**src/sv/pkt_ram.sv**
```systemverilog
module pkt_ram #(
	parameter int WIDTH = 64,
	parameter int DEPTH = 16
) (
	input  logic                     clk,
	input  logic                     we,
	input  logic [$clog2(DEPTH)-1:0] waddr,
	input  logic [WIDTH-1:0]         wdata,
	input  logic                     re,
	input  logic [$clog2(DEPTH)-1:0] raddr,
	output logic [WIDTH-1:0]         rdata
);

	logic [WIDTH-1:0] mem_q [DEPTH];
	logic [WIDTH-1:0] rdata_q;

	// One write port and one read port with registered read data.
	always_ff @(posedge clk) begin
		if (we) begin
			mem_q[waddr] <= wdata;
		end
		if (re) begin
			rdata_q <= mem_q[raddr];
		end
	end

	assign rdata = rdata_q;

endmodule

```
**config.mk**
```make
export PLATFORM = sky130hd
export DESIGN_NAME = pkt_ram
export DESIGN_NICKNAME = d
export VERILOG_FILES = /design/src/sv/pkt_ram.sv
export SDC_FILE = /design/constraint.sdc
export NUM_CORES = 1
export LEC_CHECK = 0
export ABC_AREA = 1
export BUFFER_PORTS_ARGS = -buffer_cell sky130_fd_sc_hd__buf_4
export CORE_ASPECT_RATIO = 0.5
export CORE_MARGIN = 1.5
export CORE_UTILIZATION = 40
export CTS_CLUSTER_DIAMETER = 120
export CTS_CLUSTER_SIZE = 24
export DETAILED_ROUTE_END_ITERATION = 7
export PLACE_DENSITY = 0.54
export SYNTH_ARGS = -nofsm -noshare
export SYNTH_HDL_FRONTEND = slang
export SYNTH_SLANG_ARGS = --single-unit
```
**constraint.sdc**
```tcl
create_clock -name clk -period 3.6 [get_ports clk]
set_input_delay 0.36 -clock clk [delete_from_list [all_inputs] [get_ports clk]]
set_output_delay 0.36 -clock clk [all_outputs]
set_load 0.05 [all_outputs]
```
==> run summary, run 1 <==
The pre-CTS setup slack came out at roughly 1.2 ns. For this block, wires on met1 add up to 52800 um. The initial antenna violation count is 0. In this run the worst setup path terminates at rdata[52].

Dividing total power by cell area gives a power density of 452.2 nW/um^2. The highest ir drop seen on vdd came out at around 0.35 mV. The final critical delay including setup and external delays is 1.761 ns.

The number of inserted filler cells in the final layout came out at 10.39k. Of the cells placed in the final design, the portion with a size suffix greater than 1 is 6.404%. The worst min-delay path category is primary input to flip-flop. The number of endpoints failing setup at the final stage came out at 0. The total power draw is 22.75 mW. The detail-routed net length per standard cell came out at 19.98 um. The slew at the pin closest to its max-slew limit is 1.056 ns. Ranked by instance count, the synthesized netlist is headed by sky130_fd_sc_hd__nand2_1, sky130_fd_sc_hd__edfxtp_1, sky130_fd_sc_hd__inv_1.

For this design the static power due to leakage is around 21 nW. The number of cells traversed by the worst register-to-register path is 6. Measured along the y axis, the die boundary spans 242.6 um. The remaining number of nets flagged by the antenna check after routing came out at 0.

The clock transition time at the flip-flop clock pins of the worst setup and hold paths is approximately 0.10 ns. The netlist area before placement is 45930 um^2. Summed over all layers, the global routing overflow is 0. Across all setup checks in the final design, the least slack found is 1.839 ns.

The worst setup path is captured at a flip-flop. The die outline width is 482.2 um. Summing all placed instances gives a cell area of 48430 um^2. After legalization and detailed placement, the total HPWL measured 58120 um. On the final layout, the worst clock skew is 0.02196 ns. In this run the top signal layer used is met4. STA classifies the critical path startpoint as a primary input.

The endpoint identified for the worst register-to-register timing path is rdata[21]. The total global routing track utilization is 19.75%. The number of hold-repair buffers added at the cts stage is 55.

The total number of clock tree sinks came out at between 1k and 1.5k. The flow ran to the end, and the final reports show no timing, DRC or antenna violations. The post-synthesis area per instance is 10.91 um^2. Along the worst hold path, the cell count comes to 1.

The final core utilization is 44.41%. The count of final hold-check violations is 0. Gates resized during post-CTS repair numbered 0.

The global-route wire length before repair is around 180000 um. The worst register-to-register path begins at mem_q[0][21]. Of all flip-flops after synthesis, the portion carrying an async set or reset was 0%. The routed design uses 5329 um of met3 wire. In this run the tightest slew margin relative to its limit is between 20% and 30%. The largest individual stage delay along the critical path comes from the cell sky130_fd_sc_hd__buf_4. The starting utilization of the core area came out at 40.53%. The maximum operating frequency is around 0.57 GHz. The number of post-CTS setup repair buffers is 0. The number of global-route vias before repair is 28.16k.

The iteration-0 DRC count of the detailed router came out at 2297. The slack of the worst reg-to-reg path came out at about 2.4 ns. The cell count after synthesis is between 4k and 5k.

The number of inserted diodes came out at 0. Among all flip-flop cells after synthesis, the most frequent one is sky130_fd_sc_hd__edfxtp_1. The largest incremental delay on the critical path came out at 0.75 ns.

The number of levels in the clock H-tree is 2. The synthesis warning total came out at 0. The routed wire length came out at 116400 um. The flop and latch count out of synthesis is approximately 1.1k. The total clock buffers created by CTS came out at 51. For the worst setup path, the data arrival time is 2.16 ns. Traced cell by cell, the critical path runs through buf_8, buf_4, nand2_1, nand3_1, nand3_1, nand3_1, nand2_1. The largest net degree at the start of global routing came out at 153. The critical path's most frequent cell is sky130_fd_sc_hd__nand3_1. The first-pass iteration count of the detailed router came out at 6. The largest driver fanout on the critical path came out at 72. The count of unique library cells instantiated by Yosys came out at 14. In this run the count of I/O pins placed on the die edge is 139.

The detailed router placed 28.86k vias in this run. The critical path startpoint is raddr[0]. The number of flops mapped to enable cells by yosys came out at approximately 1.1k. The number of nets at the end of the flow is 4383. The area fraction of the dominant cell type after synthesis is 71.14%. Row generation in the floorplan step produced 87 rows. sky130_fd_sc_hd__nand2_1 is the most common cell in the netlist. By area the synthesized netlist is led by sky130_fd_sc_hd__edfxtp_1, sky130_fd_sc_hd__nand2_1, sky130_fd_sc_hd__nand3_1.

The required time at the endpoint of the critical path is 4.00 ns. Detailed routing placed a total of between 50000 and 60000 um of wire on met2. The cell sitting at the root of the clock tree is a sky130_fd_sc_hd__clkbuf_16.

Setup repair after global routing left no endpoint under its margin. The signed area change from the synthesized netlist to the final layout is 9.568%. The part of the cycle the worst path needs came out at between 40% and 50%.

The core area came out at 113300 um^2. The count of buffers inserted at the top-level ports is 138. The worst setup path is of the primary input to flip-flop kind. The TritonCTS clock tree is done.

The final weighted congestion in routability-driven placement came out at ~0.75. The clock passes through at most 3 buffers. The full die area came out at ~120000 um^2.

The post-layout instance area came out at 50320 um^2. Across the run, the number of max-cap violations was 0. Dividing the detail-routed via count by the number of cells gives 4.957.

The share of the yosys chip area belonging to registers is a little under three quarters. The final-report max-slew violation count is 0. The clock latency on the worst-skew pair came out at 0.67 ns. The synthesized design spends more area on one cell type than any other, namely sky130_fd_sc_hd__edfxtp_1. The detailed-route DRC error count came out at 0. The net count after synthesis came out at 4285.
## layout make-up
| class | instances | area, um^2 | area share (%) |
|---|---|---|---|
| clock buffer | 52 | 1301 | 2.586 |
| sequential | 1088 | 32670 | 64.93 |
| clock inverter | 3 | 41.29 | 0.08205 |
| timing repair buffer | 256 | 2366 | 4.702 |
| inverter | 774 | 2937 | 5.836 |
| tap | 1513 | 1893 | 3.762 |
| multi-input combinational | 2137 | 9111 | 18.11 |
## worst min path at each step
stage / from / to / slack (ns)
CTS: wdata[15] / mem_q[2][15] / 0.002
detailed placement: wdata[40] / mem_q[15][40] / 0.67
finish: wdata[15] / mem_q[2][15] / 0.03
floorplan: wdata[0] / mem_q[0][0] / 0.46
global route: wdata[16] / mem_q[6][16] / 0.02
global placement: wdata[41] / mem_q[15][41] / 0.66
## sequential cells by signal (all words and copies together) (netlist names)
register	flops
mem_q	1024
rdata	64
## placed cells by master (no fill, tap or decap), types with 2 or more instances in the layout
| master | n |
|---|---|
| sky130_fd_sc_hd__nand3_1 | 769 |
| sky130_fd_sc_hd__nand2_1 | 1349 |
| sky130_fd_sc_hd__dlygate4sd3_1 | 55 |
| sky130_fd_sc_hd__inv_6 | 2 |
| sky130_fd_sc_hd__nor2_4 | 16 |
| sky130_fd_sc_hd__buf_8 | 2 |
| sky130_fd_sc_hd__clkbuf_16 | 52 |
| sky130_fd_sc_hd__buf_4 | 175 |
| sky130_fd_sc_hd__edfxtp_1 | 1088 |
| sky130_fd_sc_hd__nand3b_1 | 2 |
| sky130_fd_sc_hd__inv_1 | 770 |
| sky130_fd_sc_hd__buf_12 | 23 |
## critical path: cells and delay by family
family | cells | cell delay (ns)
buffers and inverters | 2 | 1.07
and+or+nand+nor | 5 | 0.57
## cell families after synthesis
kind of cell  share of synthesized area (%)
simple gates                          19.58
flops                                 71.14
buf+inv                               9.285
## stage by stage
| stage | hold WS, ns | std cells | setup TNS, ns |
|---|---|---|---|
| 2_1_floorplan | 0.4589 | 4210 | -88.71 |
| 3_3_place_gp | 0.6603 | 5713 | 0 |
| 3_5_place_dp | 0.6662 | 5713 | 0 |
| 4_1_cts | 0.002006 | 5823 | 0 |
| 5_1_grt | 0.01886 | 5823 | 0 |
| 6_report | 0.03105 | 5823 | 0 |
## power by group
| part | switching [mW] | internal, mW |
|---|---|---|
| logic | 1.39 | 0.534 |
| registers | 0.0885 | 14.2 |
| clock network | 3.89 | 2.61 |
| total | 5.36 | 17.4 |
## metal layers
layer,vias up,global-route usage [%]
met3,96,2.162
li1,13740,-
met4,0,3.117
met2,630,33.57
met5,-,0
met1,14400,27.79
Power figures use the tool's default switching activity.
==> run 2, diff against run 1 <==
- ABC_AREA: 1 -> 0
- PLACE_DENSITY: 0.54 -> 0.52
- clock period: 3.6 -> 1.7 ns (I/O delays scaled with it)
==> run 2 against run 1 <==
Effect of this change: setup slack worse by 1.7 ns; clock skew up 0.0042 ns; synthesized cell count down 61%; sequential share of layout area up 3.8 points; die area down 12%; the run now ends with design-rule violations left.
==> run summary, run 2 <==
The final critical path takes up approximately nine tenths of the cycle. The capture instance of the worst register-to-register path is rdata[0]. In the global route stage, met3 resource usage came out at under 10%.

Derived from the worst setup path, the maximum achievable clock frequency is 0.6449 GHz. The largest driver fanout on the critical path came out at 1. The share of the yosys chip area belonging to registers is 81.23%. The static leakage came out at 15.09 nW. Among all stages on the critical path, the largest delay is contributed by sky130_fd_sc_hd__edfxtp_1. The die outline width came out at ~450 um.

The slack of the worst reg-to-reg path is 0.20 ns. In this run, placement finished with an instance count of 3222. The non-filler instance count after layout is approximately 3.3k. STA classifies the critical path endpoint as a primary output. The global-route wire length before repair is 137300 um. The y dimension of the die is approximately 230 um.

The iteration-0 DRC count of the detailed router came out at 1766. For this run, the leading register cell type out of synthesis is sky130_fd_sc_hd__edfxtp_1. 139 I/O pins were placed. For the final database, setup skew stands at approximately 0.026 ns. The number of levels in the clock H-tree is 2. The clock latency on the worst-skew pair came out at 0.65 ns. The commonest cells after synthesis are sky130_fd_sc_hd__edfxtp_1, sky130_fd_sc_hd__mux4_2, sky130_fd_sc_hd__a22oi_1. Synthesis inferred 1088 register bits. The final-layout worst hold slack is 0.04946 ns. The worst slew margin relative to its limit is 51.32%.

The area fraction of the dominant cell type after synthesis came out at 81.23%. In this run, synthesis inferred about 1.1k flip-flops with an integrated enable. sky130_fd_sc_hd__edfxtp_1 is the most common cell in the netlist.

The library cell used most frequently in the layout, excluding fill and tap cells, is sky130_fd_sc_hd__edfxtp_1. The number of global-route vias before repair is 19.29k. The most critical setup path has its startpoint at rdata[29]. Leaving out fill and tap cells, the most frequent cells in the layout are sky130_fd_sc_hd__edfxtp_1, sky130_fd_sc_hd__mux4_2, sky130_fd_sc_hd__buf_4. The proportion of synthesized flip-flops having asynchronous set or reset is 0%.

The number of buffer and inverter stages on the critical path is 1. The total congestion overflow is 0. The first-pass iteration count of the detailed router is 8. The tree is rooted in a sky130_fd_sc_hd__clkbuf_16. sky130_fd_sc_hd__edfxtp_1 takes more of the synthesized area than any other cell. Once layout is done, the placed cells without fillers occupy 47540 um^2. STA puts the critical path data required time at 1.53 ns. The cell area after placement is 45580 um^2. Traced cell by cell, the critical path runs through buf_4.

The post-synthesis area per instance came out at 24.42 um^2. Cells fill 48.16% of the core in the end. The clock passes through at most 3 buffers.

The total vias in the final route is 18.46k. The data arrival time at the worst-slack endpoint came out at approximately 1.4 ns. The power density relative to cell area came out at 997.3 nW/um^2.

The number of clock buffers added by TritonCTS is between 50 and 60. For the pin with the worst max-slew slack, the measured transition is approximately 0.73 ns. The detailed-route DRC error count is 3. The worst min-delay path category is primary input to flip-flop. Across the VDD grid, the largest voltage drop is 0.7752 mV. The number of post-CTS setup repair buffers is 0. The ratio of cells with drive above 1 in the final layout is around a third.

The run finished, with violations left. The met2 usage came out at 30.37%. The HPWL after detailed placement came out at 57300 um. The signed area change from the synthesized netlist to the final layout is 18.20%. The final-report max-slew violation count came out at 0. The cell type group with the largest total delay on the critical path is flip-flops. Setup repair after global routing left no endpoint under its margin. In this run the number of cells on the critical path is 1. The largest net degree at the start of global routing is 39. The detail route stage leaves a number of antenna-violating nets equal to 0. The final layout contains routed wiring with a total length of around 95000 um. The register with the most flip-flops in the layout has 1024 of them. The total number of clock tree sinks is 1088. The number of hold-repair buffers added at the cts stage is 64. The number of nets at the end of the flow came out at between 2k and 2.5k. The critical path ends at rdata[29]. After floorplanning, the core was divided into about 80 placement rows. Input and output buffers added on the ports amount to 138. The number of endpoints failing setup at the final stage is 0. The cell count after synthesis is 1647.

The category of the critical setup timing path is flip-flop to primary output. The die covers around 100000 um^2. The global routing stage identified its most utilized layer as met2. In the post-synthesis netlist, the biggest area contributors are sky130_fd_sc_hd__edfxtp_1, sky130_fd_sc_hd__mux4_2, sky130_fd_sc_hd__a22oi_1. The cell area that synthesis handed to floorplanning was 40220 um^2.

The core area is 98710 um^2. The count of final hold-check violations is 0. The largest incremental delay on the critical path came out at ~0.51 ns.

The worst setup path is launched from a flip-flop. The startpoint identified for the worst register-to-register timing path is mem_q[11][0]. The initial antenna violation count came out at 1. The worst path in the final design needs a cycle of 1.551 ns, including I/O delays and setup. The final reports fail on design-rule violations. The netlist uses 17 different library cells. The number of cells traversed by the worst register-to-register path is 3.

Adding up every negative setup slack in the final design gives 0 ns. TritonCTS built the clock tree. More flip-flops sit in one register than any other, and that register is mem_q. The total global routing track utilization came out at about a fifth. The number of instances resized during post-cts repair came out at 0. The net count after synthesis is 1722. During synthesis, Yosys emitted a total of 0 warnings. Routability-driven placement finished with a final weighted congestion of 0.7392. The max-cap violation count came out at 0. The met1 demand-to-capacity share in global routing came out at 27.57%. After detailed routing, the number of vias per cell comes to 5.525.

After clock tree synthesis, the clock-pin slew on the worst setup and hold paths is around 0.09 ns. The detail-routed net length per standard cell came out at between 20 and 30 um. The starting utilization of the core area is 40.75%.
## run 2: cell count changes in the layout (fill, tap and decap cells not counted), sizes merged, moves of 4 or more
cell / change
nand2: -1284
inv: -775
nand3: -768
mux4: +256
buf: +130
a22oi: +128
dlygate4sd3: +9
nor2: -4
nor3: +4
## run 2: cell families (layout without fill, tap and decap cells)
family | count (synthesis) | after routing | share of synthesized area [%]
flops | 1088 | 1088 | 81.23
mux | 256 | 256 | 14.33
buf+inv | 84 | 449 | 1.123
other cells | 0 | 1 | 0
compound gates | 128 | 128 | 2.389
simple gates | 91 | 91 | 0.9270
## run 2: report_power, final
part | total [mW] | switching, mW | internal, mW
registers | 30.4 | 0.183 | 30.2
logic | 3.69 | 2.10 | 1.58
clock network | 13.4 | 7.95 | 5.43
## run 2: metrics by stage
step	total power [mW]	setup WS, ns
floorplan	32.83	-0.9379
global placement	34.58	-0.1793
detailed placement	34.62	-0.1754
CTS	48.01	0.07901
global route	49.06	0.09913
finish	47.42	0.1493
## run 2: area by class of cell
type / count / area (um^2)
clock buffer: 51 / 1276
sequential: 1088 / 32670
antenna: 1 / 2.502
multi-input combinational: 475 / 7292
tap: 1328 / 1662
timing repair buffer: 395 / 4592
clock inverter: 3 / 48.80
fill: 8020 / 51170
## run 2: worst min path at each step
stage	from	end	slack, ns	depth (start not counted)
after detailed placement	wdata[50]	mem_q[14][50]	0.48	1
after global placement	wdata[50]	mem_q[12][50]	0.47	1
final	re	rdata[41]	0.05	2
after CTS	re	rdata[51]	0.03	2
after floorplan	wdata[0]	mem_q[0][0]	0.27	0
after global routing	re	rdata[51]	0.04	2
## run 2: layer usage
| layer | up-vias | share of wire [%] |
|---|---|---|
| li1 | 7771 | - |
| met1 | 10190 | 46 |
| met2 | 410 | 48 |
| met3 | 92 | 4.6 |
| met4 | 0 | 1.4 |
| met5 | - | 0 |
